`config.mk`:
```
export PLATFORM = sky130hd
export DESIGN_NAME = i2c_master_byte_engine_unit
export DESIGN_NICKNAME = d
export VERILOG_FILES = /design/src/rtl/core/i2cme_pkg.sv /design/src/rtl/core/i2c_master_byte_engine_unit.sv
export SDC_FILE = /design/constraint.sdc
export NUM_CORES = 1
export LEC_CHECK = 0
export BUFFER_PORTS_ARGS = -buffer_cell sky130_fd_sc_hd__buf_2
export CAP_MARGIN = 30
export CORE_MARGIN = 1
export CORE_UTILIZATION = 40
export DETAILED_ROUTE_END_ITERATION = 12
export RECOVER_POWER = 100
export SYNTH_ARGS = -nofsm -noshare
export SYNTH_HDL_FRONTEND = slang
export SYNTH_SLANG_ARGS = --single-unit
```
`constraint.sdc`:
```
create_clock -name i_clk -period 4.95 [get_ports i_clk]
set_input_delay 0.2475 -clock i_clk [delete_from_list [all_inputs] [get_ports i_clk]]
set_output_delay 0.2475 -clock i_clk [all_outputs]
set_load 0.05 [all_outputs]
```
`src/rtl/core/i2cme_pkg.sv`:
```
// ----------------------------------------------------------------------------
// i2cme_pkg
// Types, codes and reset constants for the I2C master byte engine.
// ----------------------------------------------------------------------------
package i2cme_pkg;

    localparam int FUNC_W    = 3;
    localparam int IN_DATA_W = 16;
    localparam int OUT_DATA_W = 16;
    localparam int CFG_IDX_W = 2;
    localparam int CFG_DAT_W = 16;
    localparam int HALF_W    = 16;
    localparam int LIMIT_W   = 8;
    localparam int BITCNT_W  = 4;

    localparam logic [HALF_W-1:0]   HALF_RESET  = 16'd100;
    localparam logic [LIMIT_W-1:0]  LIMIT_RESET = 8'd20;
    localparam logic [BITCNT_W-1:0] BITS_PER_BYTE = 4'd8;

    // command codes
    localparam logic [FUNC_W-1:0] FUNC_NONE  = 3'd0;
    localparam logic [FUNC_W-1:0] FUNC_START = 3'd1;
    localparam logic [FUNC_W-1:0] FUNC_STOP  = 3'd2;
    localparam logic [FUNC_W-1:0] FUNC_WRITE = 3'd3;
    localparam logic [FUNC_W-1:0] FUNC_READ  = 3'd4;
    localparam logic [FUNC_W-1:0] FUNC_CLEAR = 3'd5;

    // configuration register indexes
    localparam logic [CFG_IDX_W-1:0] CFG_HALF_PERIOD = 2'd0;
    localparam logic [CFG_IDX_W-1:0] CFG_CLEAR_LIMIT = 2'd1;

    typedef enum logic [11:0] {
        PH_IDLE    = 12'b0000_0000_0001,
        PH_START_A = 12'b0000_0000_0010,
        PH_START_B = 12'b0000_0000_0100,
        PH_STOP_A  = 12'b0000_0000_1000,
        PH_STOP_B  = 12'b0000_0001_0000,
        PH_WR_HI   = 12'b0000_0010_0000,
        PH_WR_LO   = 12'b0000_0100_0000,
        PH_RD_HI   = 12'b0000_1000_0000,
        PH_RD_LO   = 12'b0001_0000_0000,
        PH_CLR_HI  = 12'b0010_0000_0000,
        PH_CLR_LO  = 12'b0100_0000_0000,
        PH_CLR_STP = 12'b1000_0000_0000
    } t_phase;

    // one result beat, lowest field last
    typedef struct packed {
        logic       bus_freed;
        logic       ack_received;
        logic [7:0] rx_byte;
        logic       done_res;
        logic       busy_res;
        logic       sda_out;
        logic       scl_out;
    } t_res;

endpackage

```
`src/rtl/core/i2c_master_byte_engine_unit.sv`:
```
// ----------------------------------------------------------------------------
// i2c_master_byte_engine_unit
// Tick-driven I2C master: start, stop, byte write/read and bus clear.
// ----------------------------------------------------------------------------
// Results: each accepted tick's result beat is registered in the output
//   register, or in the skid register while the output register is held.
// Throughput: one tick per cycle while the skid is empty; a two-entry output
//   (register plus skid) keeps the slave side open while one result waits.
// Reset (synchronous, active low): lines released, engine idle, held results
//   zero, half period 100 ticks, clear pulse limit 20.
module i2c_master_byte_engine_unit (
    input  logic                                i_clk,
    input  logic                                i_rst_n,
    // tdata: tx_byte[7:0], send_ack[8], sda_in[9], zero [15:10]
    input  logic [i2cme_pkg::IN_DATA_W-1:0]     i_s_tdata,
    // tuser: func[2:0]
    input  logic [i2cme_pkg::FUNC_W-1:0]        i_s_tuser,
    input  logic                                i_s_tvalid,
    output logic                                o_s_tready,
    // tdata: scl_out[0], sda_out[1], busy_res[2], done_res[3], rx_byte[11:4],
    //        ack_received[12], bus_freed[13], zero [15:14]
    output logic [i2cme_pkg::OUT_DATA_W-1:0]    o_m_tdata,
    output logic                                o_m_tvalid,
    input  logic                                i_m_tready,
    input  logic                                i_cfg_valid,
    output logic                                o_cfg_ready,
    input  logic [i2cme_pkg::CFG_IDX_W-1:0]     i_cfg_index,
    input  logic [i2cme_pkg::CFG_DAT_W-1:0]     i_cfg_data
);
    import i2cme_pkg::*;

    logic [HALF_W-1:0]   r_half;
    logic [LIMIT_W-1:0]  r_limit;

    t_phase              r_phase,  n_phase;
    logic [BITCNT_W-1:0] r_bit,    n_bit;
    logic [7:0]          r_shift,  n_shift;
    logic [HALF_W-1:0]   r_tick,   n_tick;
    logic [LIMIT_W-1:0]  r_pulse,  n_pulse;
    logic                r_ackm,   n_ackm;
    logic                r_scl,    n_scl;
    logic                r_sda,    n_sda;
    logic [7:0]          r_rx,     n_rx;
    logic                r_ackh,   n_ackh;
    logic                r_freed,  n_freed;

    t_res                r_out, r_skid, n_res;
    logic                r_out_valid, r_skid_valid;

    logic [FUNC_W-1:0]   func;
    logic [7:0]          tx_byte;
    logic                send_ack;
    logic                sda_in;
    logic                accept;
    logic                done;
    logic                fire;
    logic [HALF_W-1:0]   hp;
    logic [HALF_W-1:0]   tick_inc;
    logic [BITCNT_W-1:0] bit_inc;
    logic [7:0]          shift_rd;
    logic [7:0]          shift_wr;
    logic [LIMIT_W-1:0]  pulse_inc;

    assign func     = i_s_tuser;
    assign tx_byte  = i_s_tdata[7:0];
    assign send_ack = i_s_tdata[8];
    assign sda_in   = i_s_tdata[9];

    assign o_s_tready  = ~r_skid_valid;
    assign accept      = i_s_tvalid & o_s_tready;
    assign o_cfg_ready = 1'b1;

    // configuration
    always_ff @(posedge i_clk) begin
        if (!i_rst_n) begin
            r_half  <= HALF_RESET;
            r_limit <= LIMIT_RESET;
        end else if (i_cfg_valid) begin
            case (i_cfg_index)
                CFG_HALF_PERIOD: r_half  <= i_cfg_data[HALF_W-1:0];
                CFG_CLEAR_LIMIT: r_limit <= i_cfg_data[LIMIT_W-1:0];
                default: ;
            endcase
        end
    end

    assign hp        = (r_half == '0) ? HALF_W'(1) : r_half;
    assign tick_inc  = r_tick + HALF_W'(1);
    assign fire      = (tick_inc >= hp);
    assign bit_inc   = r_bit + BITCNT_W'(1);
    assign shift_rd  = {r_shift[6:0], sda_in};
    assign shift_wr  = {r_shift[6:0], 1'b0};
    assign pulse_inc = r_pulse + LIMIT_W'(1);

    always_comb begin
        n_phase = r_phase;
        n_bit   = r_bit;
        n_shift = r_shift;
        n_tick  = r_tick;
        n_pulse = r_pulse;
        n_ackm  = r_ackm;
        n_scl   = r_scl;
        n_sda   = r_sda;
        n_rx    = r_rx;
        n_ackh  = r_ackh;
        n_freed = r_freed;
        done    = 1'b0;

        if (r_phase == PH_IDLE) begin
            n_tick = '0;
            case (func)
                FUNC_START: begin
                    n_scl = 1'b1; n_sda = 1'b1; n_phase = PH_START_A;
                end
                FUNC_STOP: begin
                    n_scl = 1'b1; n_sda = 1'b0; n_phase = PH_STOP_A;
                end
                FUNC_WRITE: begin
                    n_shift = tx_byte; n_bit = '0;
                    n_scl = 1'b0; n_sda = tx_byte[7]; n_phase = PH_WR_HI;
                end
                FUNC_READ: begin
                    n_shift = '0; n_bit = '0; n_ackm = send_ack;
                    n_scl = 1'b0; n_sda = 1'b1; n_phase = PH_RD_HI;
                end
                FUNC_CLEAR: begin
                    n_pulse = '0;
                    n_scl = 1'b0; n_sda = 1'b1; n_phase = PH_CLR_HI;
                end
                default: ;
            endcase
        end else if (!fire) begin
            n_tick = tick_inc;
        end else begin
            n_tick = '0;
            case (r_phase)
                PH_START_A: begin
                    n_sda = 1'b0; n_phase = PH_START_B;
                end
                PH_START_B: begin
                    n_scl = 1'b0; done = 1'b1;
                end
                PH_STOP_A: begin
                    n_sda = 1'b1; n_phase = PH_STOP_B;
                end
                PH_STOP_B: done = 1'b1;
                PH_WR_HI: begin
                    n_scl = 1'b1; n_phase = PH_WR_LO;
                end
                PH_RD_HI: begin
                    n_scl = 1'b1; n_phase = PH_RD_LO;
                end
                PH_WR_LO: begin
                    n_scl = 1'b0;
                    if (r_bit >= BITS_PER_BYTE) begin
                        n_ackh = ~sda_in; n_sda = 1'b1; done = 1'b1;
                    end else begin
                        n_bit   = bit_inc;
                        n_shift = shift_wr;
                        // ACK slot releases SDA
                        n_sda   = (bit_inc >= BITS_PER_BYTE) ? 1'b1 : shift_wr[7];
                        n_phase = PH_WR_HI;
                    end
                end
                PH_RD_LO: begin
                    n_scl = 1'b0;
                    if (r_bit >= BITS_PER_BYTE) begin
                        n_sda = 1'b1; done = 1'b1;
                    end else begin
                        n_shift = shift_rd;
                        n_bit   = bit_inc;
                        if (bit_inc >= BITS_PER_BYTE) begin
                            n_rx  = shift_rd;
                            n_sda = ~r_ackm;
                        end else begin
                            n_sda = 1'b1;
                        end
                        n_phase = PH_RD_HI;
                    end
                end
                PH_CLR_HI: begin
                    n_scl = 1'b1; n_phase = PH_CLR_LO;
                end
                PH_CLR_LO: begin
                    n_pulse = pulse_inc;
                    n_scl   = 1'b0;
                    if (sda_in || (pulse_inc >= r_limit)) begin
                        n_freed = sda_in; n_sda = 1'b0; n_phase = PH_CLR_STP;
                    end else begin
                        n_phase = PH_CLR_HI;
                    end
                end
                PH_CLR_STP: begin
                    n_scl = 1'b1; n_sda = 1'b1; done = 1'b1;
                end
                default: done = 1'b1;
            endcase
            if (done) begin
                n_phase = PH_IDLE;
            end
        end

        n_res.scl_out      = n_scl;
        n_res.sda_out      = n_sda;
        n_res.busy_res     = (n_phase != PH_IDLE);
        n_res.done_res     = done;
        n_res.rx_byte      = n_rx;
        n_res.ack_received = n_ackh;
        n_res.bus_freed    = n_freed;
    end

    // engine state, advanced once per accepted tick
    always_ff @(posedge i_clk) begin
        if (!i_rst_n) begin
            r_phase <= PH_IDLE;
            r_bit   <= '0;
            r_shift <= '0;
            r_tick  <= '0;
            r_pulse <= '0;
            r_ackm  <= 1'b0;
            r_scl   <= 1'b1;
            r_sda   <= 1'b1;
            r_rx    <= '0;
            r_ackh  <= 1'b0;
            r_freed <= 1'b0;
        end else if (accept) begin
            r_phase <= n_phase;
            r_bit   <= n_bit;
            r_shift <= n_shift;
            r_tick  <= n_tick;
            r_pulse <= n_pulse;
            r_ackm  <= n_ackm;
            r_scl   <= n_scl;
            r_sda   <= n_sda;
            r_rx    <= n_rx;
            r_ackh  <= n_ackh;
            r_freed <= n_freed;
        end
    end

    // output register with skid stage
    always_ff @(posedge i_clk) begin
        if (!i_rst_n) begin
            r_out_valid  <= 1'b0;
            r_skid_valid <= 1'b0;
        end else if (r_skid_valid) begin
            if (i_m_tready) begin
                r_skid_valid <= 1'b0;
            end
        end else if (accept) begin
            if (!r_out_valid || i_m_tready) begin
                r_out_valid <= 1'b1;
            end else begin
                r_skid_valid <= 1'b1;
            end
        end else if (i_m_tready) begin
            r_out_valid <= 1'b0;
        end
    end

    always_ff @(posedge i_clk) begin
        if (r_skid_valid) begin
            if (i_m_tready) begin
                r_out <= r_skid;
            end
        end else if (accept) begin
            if (!r_out_valid || i_m_tready) begin
                r_out <= n_res;
            end else begin
                r_skid <= n_res;
            end
        end
    end

    assign o_m_tvalid = r_out_valid;
    assign o_m_tdata  = {{(OUT_DATA_W - $bits(t_res)){1'b0}}, r_out};

endmodule
```
## After elaboration in Yosys (flattened, before gate mapping)

Index checks and enable logic that the tools add are counted.

- Register bits: 114
- Output and inout port bits: 19
- Memory bits (writable): 0
- Memories kept: 0
- Latch bits: 0
- Bits in read-only memories: 0

- Div/mod/pow operators: 0
- Magnitude comparators: 4
- Multiply operators: 0
- Shift operators: 0
- Equal/unequal tests: 26
- Add/sub/neg operators: 3
- Reductions and logical operators: 30
- Bitwise logic cells: 5
- Multiplexer cells: 69

Operators with widths:

| kind | number |
|---|---|
| $pmux W12 S8 | 1 |
| $mux W12 | 6 |
| $mux W8 | 9 |
| $pmux W12 S5 | 1 |
| $mux W14 | 4 |
| $mux W16 | 3 |
| $mux W1 | 29 |
| $mux W7 | 4 |
| $pmux W7 S2 | 2 |
| $mux W4 | 5 |
| $add A16 B1 Y16 const B | 1 |
| $ge A16 B16 Y1 | 1 |
| $logic_not A16 Y1 | 1 |
| $eq A12 B1 Y1 const B | 1 |
| $eq A12 B10 Y1 const B | 1 |
| $eq A12 B11 Y1 const B | 1 |
| $eq A12 B12 Y1 const B | 1 |
| $eq A12 B2 Y1 const B | 1 |
| $eq A12 B3 Y1 const B | 1 |
| $eq A12 B4 Y1 const B | 1 |
| $eq A12 B6 Y1 const B | 1 |
| $eq A12 B7 Y1 const B | 1 |
| $eq A12 B8 Y1 const B | 1 |
| $eq A12 B9 Y1 const B | 1 |
| 32 further kinds | 59 |

## Logic depth before layout (Yosys ltp)

Gate-level depths: netlist of the first run.

- Depth after elaboration: 12
- Depth in mapped cells: 16
- Depth with buffers taken out: 14

## Worst setup path after synthesis of the first run

No wires, ideal clock.

- Path type: register -> register
- Start: reg r_tick[2]
- End: reg r_skid[2] (netlist name), data pin
- Buffers on the path: 2
- Cell stages (with the launch flop): 16
- Arrival time: 3.625 ns
- Setup slack: 1.036 ns
- Cell sequence: dfxtp_1 nand3_1 or4_1 clkbuf_1 nor2b_1 nand4_1 xnor2_1 ha_1 a21oi_1 o211ai_1 a211o_1 o21ai_1 clkbuf_1 mux2i_1 a2111oi_0 o2111ai_1

RTL lines:

| what | line | RTL |
|---|---|---|
| start: declaration | i2c_master_byte_engine_unit.sv:38 | `logic [HALF_W-1:0] r_tick, n_tick;` |
| start signal: assignment | i2c_master_byte_engine_unit.sv:230 | `r_tick <= n_tick;` |
| end signal: assignment | i2c_master_byte_engine_unit.sv:270 | `r_skid <= n_res;` |
| end: declaration | i2c_master_byte_engine_unit.sv:47 | `t_res r_out, r_skid, n_res;` |

==> impl_metrics.ini, run 1 <==
[pwr]
total_power_mw = 2.45
p_leak_nw = 2.88
vdd_drop_max_v = 0.000241
p_per_area_nw_per_um2 = 334

[finish]
final_common_cell = nand2_1
final_cell_mix = 123 x nand2_1, 86 x dfxtp_1, 39 x nand3_1
area_delta_synth_final_pct = 12.9
drive_gt1_share_pct = 10.7
nFillCells = 1566
nNetsFinal = 845
antenna_cells = 0

[timing]
fin_skew_ns = 0.0105
clock.fmax_mhz = 235
period_minus_slack_ns = 4.25
slew_violations = 140
tightest_slew_ns = 3.96
setup-violations-final = 0
fin_crit_sh_pct = 85.9
rsz0062_at_grt = no
whs_ns = 0.0820
finalSetupTns_ns = 0
slew_headroom_pct = -164
hold_viol = 0

[cts]
clkTransAtPathRegs_ns = 0.06
cts_tree = yes
ctsResizeCount = 0
clock_path_buffers = 2
htree_levels = 4
numCtsBuffers = 17
clkSinkCount = 114
cts_setup_buffers = 0
cts-root-buf = clkbuf_16
insertion_delay_ns = 0.42
ctsHoldBuffers = 0

[die]
start_util_pct = 40.9
die_h_um = 129
core-area_um2 = 15900
io_pins = 61
rows = 46
die_w_um = 129
die_area_um2 = 16800

[synthesis]
synth_edf_count = 28
yosys_most_used_dff = dfxtp_1
ys_seq_area_share_pct = 39.4
postSynthCellCount = 743
syn_area_per_cell_um2 = 8.75
ys_types = 75
synth.ff_latch_count = 114
synthesis.area_um2 = 6500
ys_warn_count = 0
async_flop_share_pct = 0

[routing]
wl_per_cell_um = 15.5
drt-vias-per-instance = 5.43
wl_um = 15500
drt_first_pass_iters = 5
drt_iter0_markers = 430
via_count = 5455
ant_nets = 0
drc = 0

[grt]
grt_first_pass_wirelength_um = 25200
grt.total_usage_pct = 19.3
grt_pass1_vias = 5116
grt.overflow.total = 0
antenna_found_initial = 0
grt_max_degree = 102

[critical_path]
required_ns = 5.11
path_max_fanout = 11
worstPathArrival_ns = 4.41
endpoint_kind = flip-flop
cp-start-kind = flip-flop
path_class = reg -> reg

[placement]
io_buffers = 51
place_congestion = 0.886
dpl.hpwl_um = 10700

[worst_hold_path]
hold_path.class = in -> reg

[status]
status = complete, but fails checks
violations = capacitance limit, slew limit

[flow_run]
cap_violations = 2
==> registers in the layout, indices dropped and copies added (netlist names), 4 cells and up <==
| register | count |
|---|---|
| o_m_tdata | 14 |
| r_skid | 14 |
| r_half | 16 |
| r_limit | 8 |
| r_shift | 7 |
| r_phase | 12 |
| r_bit | 4 |
| r_pulse | 8 |
| r_rx | 8 |
| r_tick | 16 |
==> routing by layer <==
layer  track usage [%]  vias up  part of all wire, %
li1                  -     2703                    -
met4              6.57        0                  1.1
met2              32.2      157                   48
met1              24.4     2573                   46
met3              4.42       22                  5.4
met5                 0        -                    0
==> logic make-up after synthesis <==
family | Yosys count | synth area share (%)
AO/OA/AOI/OAI | 154 | 16.2
XOR/XNOR | 23 | 3.10
adder cells (fa/ha/maj) | 28 | 5.39
buffers and inverters | 85 | 5.14
flip-flops | 114 | 39.4
multiplexers | 38 | 7.18
other | 2 | 0.116
AND/OR/NAND/NOR | 299 | 23.5
==> critical path, cell delays in order, from the launching register on <==
cell      delay, ns
dfxtp_1        0.39
nand3_1        0.17
or4_1          0.64
nor2b_1        0.21
nand4_1        0.13
xnor2_1        0.23
ha_1           0.28
a21oi_1        0.23
o211ai_1       0.12
a211o_1        0.27
o21a_1         0.35
nand3_4        0.23
mux2_1         0.40
mux2_1         0.32
==> power by group <==
part | total [mW] | switching, mW | internal [mW] | leakage [nW]
logic | 0.321 | 0.220 | 0.101 | 1.67
registers | 1.02 | 0.0227 | 0.994 | 0.964
clock network | 1.11 | 0.468 | 0.643 | 0.249
total | 2.45 | 0.711 | 1.74 | 2.88
==> metrics by stage <==
stage / setup WS [ns] / instance area, um2 / std cells / util, %
floorplan: 1.04 / 6500 / 744 / -
global placement: 0.848 / 6910 / 972 / 43.5
detailed placement: 0.813 / 6910 / 972 / 43.5
CTS: 0.792 / 7440 / 1004 / 46.9
global route: 0.276 / 7340 / 1004 / 46.2
finish: 0.699 / 7340 / 1004 / 46.2
==> final timing paths <==
| check | end | startpoint | slack, ns | cells past startpoint |
|---|---|---|---|---|
| min reg2reg | r_half[0] | r_half[0] | 0.48 | 2 |
| min | r_half[13] | i_cfg_data[13] | 0.08 | 3 |
| max reg2reg | o_m_tdata[10] | r_tick[2] | 0.70 | 13 |
| max | o_m_tdata[10] | r_tick[2] | 0.70 | 13 |
==> Yosys cell counts, drive strengths merged (10+ instances only) <==
cell type	count	share of area, %
nand2	123	7.1
dfxtp	86	26
nand3	41	3.5
o21ai	39	3.0
inv	38	2.2
nor2	35	2.0
clkbuf	34	2.0
a21boi	31	3.6
edfxtp	28	13
ha	28	5.4
a21oi	23	1.8
mux2	21	4.6
nor3	19	1.5
mux2i	17	2.6
nor2b	14	1.3
xnor2	14	1.9
buf	13	0.98
nand4	10	0.96
nor4	10	1.4
==> final cells by class <==
class	count	area (um2)	share of cell area, %
repair buffers	59	275	3.75
inverters	38	143	1.94
clock inverters	14	109	1.48
multi-input cells	545	3550	48.4
well taps	216	270	3.68
flip-flops and latches	114	2560	34.9
clock buffers	18	429	5.85
Power figures use the tool's default switching activity.
==> inputs of run 2 (changes only) <==
--- a/config.mk
+++ b/config.mk
@@ -7,9 +7,10 @@
 export LEC_CHECK = 0
 export BUFFER_PORTS_ARGS = -buffer_cell sky130_fd_sc_hd__buf_2
 export CAP_MARGIN = 30
-export CORE_MARGIN = 1
-export CORE_UTILIZATION = 40
+export CORE_MARGIN = 2
+export CORE_UTILIZATION = 50
 export DETAILED_ROUTE_END_ITERATION = 12
+export PLACE_DENSITY = 0.69
 export RECOVER_POWER = 100
 export SYNTH_ARGS = -nofsm -noshare
 export SYNTH_HDL_FRONTEND = slang
==> impl_metrics.ini, run 2 (synthesis gave the netlist of run 1 again) <==
[status]
status = complete, but fails checks
violations = capacitance limit, slew limit

[die]
core-area_um2 = 12700
die_w_um = 118
start_util_pct = 51.3
io_pins = 61
die_h_um = 118
die_area_um2 = 13900
rows = 41

[grt]
grt_pass1_vias = 5306
grt_first_pass_wirelength_um = 25400
grt.total_usage_pct = 22.3
grt.overflow.total = 0
grt_max_degree = 102
antenna_found_initial = 0

[placement]
pre_cts_ws_ns = 0.811
place_congestion = 0.894
dpl.hpwl_um = 10300
dp_cells = 928
io_buffers = 51

[finish]
final_common_cell = nand2_1
instances_no_fill = 961
nFillCells = 1180
area_delta_synth_final_pct = 12.3
antenna_cells = 0
nNetsFinal = 846
top_regs = r_half x16, r_tick x16
final_cell_mix = 123 x nand2_1, 86 x dfxtp_1, 40 x nand3_1
register_area_um2 = 2560
finish.utilization_pct = 57.6
multi_input_area_um2 = 3540
drive_gt1_share_pct = 9.89

[critical_path]
crit_slowest_cell = or4_1
worstPathArrival_ns = 4.53
slowest_delay_ns = 0.62
endpoint_kind = flip-flop
crit_buf_inv = 0
cp_top_family = simple AND/OR/NAND/NOR gates
path_max_fanout = 8
cp-start-kind = flip-flop
required_ns = 5.10
path_cells = nand3_1 -> or4_1 -> nor2b_1 -> nand4_1 -> xnor2_1 -> ha_1 -> a21oi_1 -> o211ai_1 -> a211o_1 -> o21a_1 -> nand3_1 -> mux2_1 -> mux2_1
path_class = reg -> reg

[timing]
slew_violations = 140
clock.fmax_mhz = 228
rsz0062_at_grt = no
period_minus_slack_ns = 4.38
finalSetupTns_ns = 0
tightest_slew_ns = 3.80
fin_crit_sh_pct = 88.5
fin_skew_ns = 0.0121
setup-violations-final = 0
slew_headroom_pct = -153
fin_ws_ns = 0.567
hold_viol = 0

[cts]
clkTransAtPathRegs_ns = 0.05
numCtsBuffers = 17
htree_levels = 4
ctsHoldBuffers = 0
ctsResizeCount = 0
cts_tree = yes
insertion_delay_ns = 0.42
cts_setup_buffers = 0
clkSinkCount = 114
cts-root-buf = clkbuf_16
clock_path_buffers = 2

[pwr]
switchingPower_mw = 0.655
p_leak_nw = 2.90
switching_share_pct = 26.4
p_seq_share_pct = 41.0
p_per_area_nw_per_um2 = 340
p_int_mw = 1.83
pwr-share-clk_pct = 46.1
vdd_drop_max_v = 0.000251
p_comb_share_pct = 12.8

[routing]
via_count = 5435
wl_um = 14900
drt_first_pass_iters = 6
drc = 0
drt-vias-per-instance = 5.66
drt_iter0_markers = 385
wl_per_cell_um = 15.5
ant_nets = 0

[flow_run]
cap_violations = 2

[worst_hold_path]
hold_path.class = in -> reg
==> run 2: area by class of cell <==
class | count | share of cell area, %
clock buffer | 20 | 5.98
clock inverter | 12 | 1.59
tap | 172 | 2.95
sequential | 114 | 35.1
multi-input combinational | 545 | 48.5
timing repair buffer | 60 | 3.94
inverter | 38 | 1.95
==> run 2: routing by layer <==
metal	vias to the layer above	GRT usage, %	wire, um
met5	-	0	0
met2	150	37.3	7100
met4	0	8.06	270
met1	2561	27.3	6730
li1	2699	-	-
met3	25	6.49	815
==> run 2: final timing paths <==
check	start	end	slack, ns	cells past startpoint
worst min-delay path	i_cfg_data[8]	r_half[8]	0.09	3
worst max register to register	r_tick[2]	o_m_tdata[4]	0.57	13
worst min register to register	r_tick[7]	r_tick[7]	0.47	2
worst max-delay path	r_tick[2]	o_m_tdata[4]	0.57	13
==> run 2: worst reg2reg max path, delay by kind of cell (launching register included) <==
family	cells	cell delay, ns
AO/OA/AOI/OAI	4	0.92
multiplexers	2	0.72
XOR/XNOR	1	0.25
flip-flops	1	0.41
adder cells (fa/ha/maj)	1	0.29
AND/OR/NAND/NOR	5	1.54
==> run 2: stage by stage <==
step	power (mW)	hold slack (ns)	instance area (um2)
4_1_cts	2.51	0.0775	7400
3_3_place_gp	1.36	0.439	6850
6_report	2.48	0.0892	7300
3_5_place_dp	1.36	0.448	6850
2_1_floorplan	1.28	0.386	6500
5_1_grt	2.58	0.0865	7300
==> run 2: power by group through the flow <==
stage               Sequential [mW]  Clock, mW  Combinational (mW)
global placement               1.03          0               0.321
detailed placement             1.04          0               0.327
floorplan                      1.07          0               0.206
CTS                            1.02       1.16               0.329
finish                         1.02       1.14               0.318
global route                   1.02       1.21               0.351
==> inputs of run 3 (changes only) <==
--- a/config.mk
+++ b/config.mk
@@ -9,9 +9,9 @@
 export CAP_MARGIN = 30
 export CORE_MARGIN = 2
 export CORE_UTILIZATION = 50
+export CTS_CLUSTER_SIZE = 28
 export DETAILED_ROUTE_END_ITERATION = 12
 export PLACE_DENSITY = 0.69
-export RECOVER_POWER = 100
 export SYNTH_ARGS = -nofsm -noshare
 export SYNTH_HDL_FRONTEND = slang
 export SYNTH_SLANG_ARGS = --single-unit
==> impl_metrics.ini, run 3 (synthesis gave the netlist of run 1 again) <==
[status]
status = finished clean

[placement]
place_congestion = 0.894
io_buffers = 51
dpl.hpwl_um = 10300

[grt]
grt_pass1_vias = 5306
grt.total_usage_pct = 22.3
grt_max_degree = 102
grt_first_pass_wirelength_um = 25400
antenna_found_initial = 0
grt.overflow.total = 0

[timing]
period_minus_slack_ns = 4.30
slew_violations = 0
whs_ns = 0.0877
slew_headroom_pct = 38.5
setup-violations-final = 0
rsz0062_at_grt = no
fin_crit_sh_pct = 86.8
hold_viol = 0
tightest_slew_ns = 0.923
finalSetupTns_ns = 0
clock.fmax_mhz = 233
fin_skew_ns = 0.0112

[critical_path]
required_ns = 5.06
path_max_fanout = 10
crit_buf_inv = 1
cp_top_family = simple AND/OR/NAND/NOR gates
worstPathArrival_ns = 4.41
crit_slowest_cell = or4_1
endpoint_kind = flip-flop
path_cells = nand3_1 -> or4_1 -> nor2b_1 -> nand4_1 -> xnor2_1 -> ha_1 -> a21oi_1 -> o211ai_1 -> a211o_1 -> o21a_1 -> buf_4 -> mux2i_1 -> nor3b_1 -> a32oi_1
cp-start-kind = flip-flop
slowest_delay_ns = 0.63
reg2reg_depth = 14
rrSetupSlack_ns = 0.65
r2r_end = o_m_tdata[2]
path_class = reg -> reg
rr_startpoint = r_tick[0]

[routing]
wl_um = 14900
drt-vias-per-instance = 5.66
wl_per_cell_um = 15.5
drt_first_pass_iters = 5
via_count = 5436
drc = 0
drt_iter0_markers = 400
ant_nets = 0

[worst_hold_path]
hold_path_depth = 3
hold_path.class = in -> reg
min_from = i_cfg_data[13]
hold_end = r_half[13]

[cts]
ctsResizeCount = 0
ctsHoldBuffers = 0
cts_setup_buffers = 0
htree_levels = 4
clkTransAtPathRegs_ns = 0.05
insertion_delay_ns = 0.42
numCtsBuffers = 17
clock_path_buffers = 2
cts_tree = yes
clkSinkCount = 114
cts-root-buf = clkbuf_16

[die]
core-area_um2 = 12700
die_area_um2 = 13900
die_w_um = 118
rows = 41
io_pins = 61
start_util_pct = 51.3
die_h_um = 118

[pwr]
vdd_drop_max_v = 0.000250
p_per_area_nw_per_um2 = 337
total_power_mw = 2.50
p_leak_nw = 3.04

[finish]
drive_gt1_share_pct = 15.0
antenna_cells = 0
top_regs = r_half x16, r_tick x16
area_delta_synth_final_pct = 14.1
nNetsFinal = 846
final_cell_mix = 123 x nand2_1, 86 x dfxtp_1, 51 x buf_2
nFillCells = 1137
final_common_cell = nand2_1

[flow_run]
cap_violations = 0
[run 3: cell count changes in the layout (fill, tap and decap cells not counted), sizes merged]
cell	previous run	this run
buf	39	60
clkbuf	41	20
[run 3: worst max path at each step]
stage	from	to	slack (ns)	depth (start not counted)
after floorplan	r_tick[2]	r_skid[2]	1.04	15
after global placement	r_tick[0]	r_skid[2]	0.87	15
after detailed placement	r_tick[2]	r_skid[2]	0.81	15
after CTS	r_tick[0]	o_m_tdata[2]	0.69	14
after global routing	r_tick[0]	o_m_tdata[2]	0.39	14
final	r_tick[0]	o_m_tdata[2]	0.65	14
[run 3: cell type report]
class                   count  area (um2)  share of cell area, %
clock buffers              20         437                   5.89
clock inverters            12         116                   1.57
inverters                  38         143                   1.92
multi-input cells         545        3620                   48.8
flip-flops and latches    114        2560                   34.6
well taps                 172         215                   2.90
repair buffers             60         327                   4.40
[run 3: power breakdown]
part	switching, mW	total (mW)	internal, mW
Sequential	0.0232	1.02	0.995
Combinational	0.219	0.332	0.113
Clock	0.415	1.15	0.730
Total	0.658	2.50	1.84
[run 3: metal layers]
| layer | up-vias | part of all wire (%) | track usage [%] |
|---|---|---|---|
| li1 | 2708 | - | - |
| met1 | 2547 | 45 | 27.3 |
| met2 | 159 | 48 | 37.3 |
| met3 | 22 | 5.6 | 6.49 |
| met4 | 0 | 1.7 | 8.06 |
| met5 | - | 0 | 0 |
[run 3: per-stage QoR]
step | instance area (um2) | cells | util (%) | setup slack [ns]
after global routing | 7420 | 961 | 58.5 | 0.388
after detailed placement | 6850 | 928 | 54.1 | 0.811
after CTS | 7400 | 960 | 58.4 | 0.689
after global placement | 6850 | 928 | 54.1 | 0.865
final | 7420 | 961 | 58.5 | 0.651
after floorplan | 6500 | 744 | - | 1.04
[run 3: worst reg2reg max path, delay by kind of cell, from the launching register on]
| kind | cells | cell delay (ns) |
|---|---|---|
| xor+xnor | 1 | 0.25 |
| compound gates | 5 | 1.10 |
| simple gates | 5 | 1.45 |
| flops | 1 | 0.42 |
| buf+inv | 1 | 0.25 |
| fa+ha+maj | 1 | 0.29 |
| mux | 1 | 0.25 |
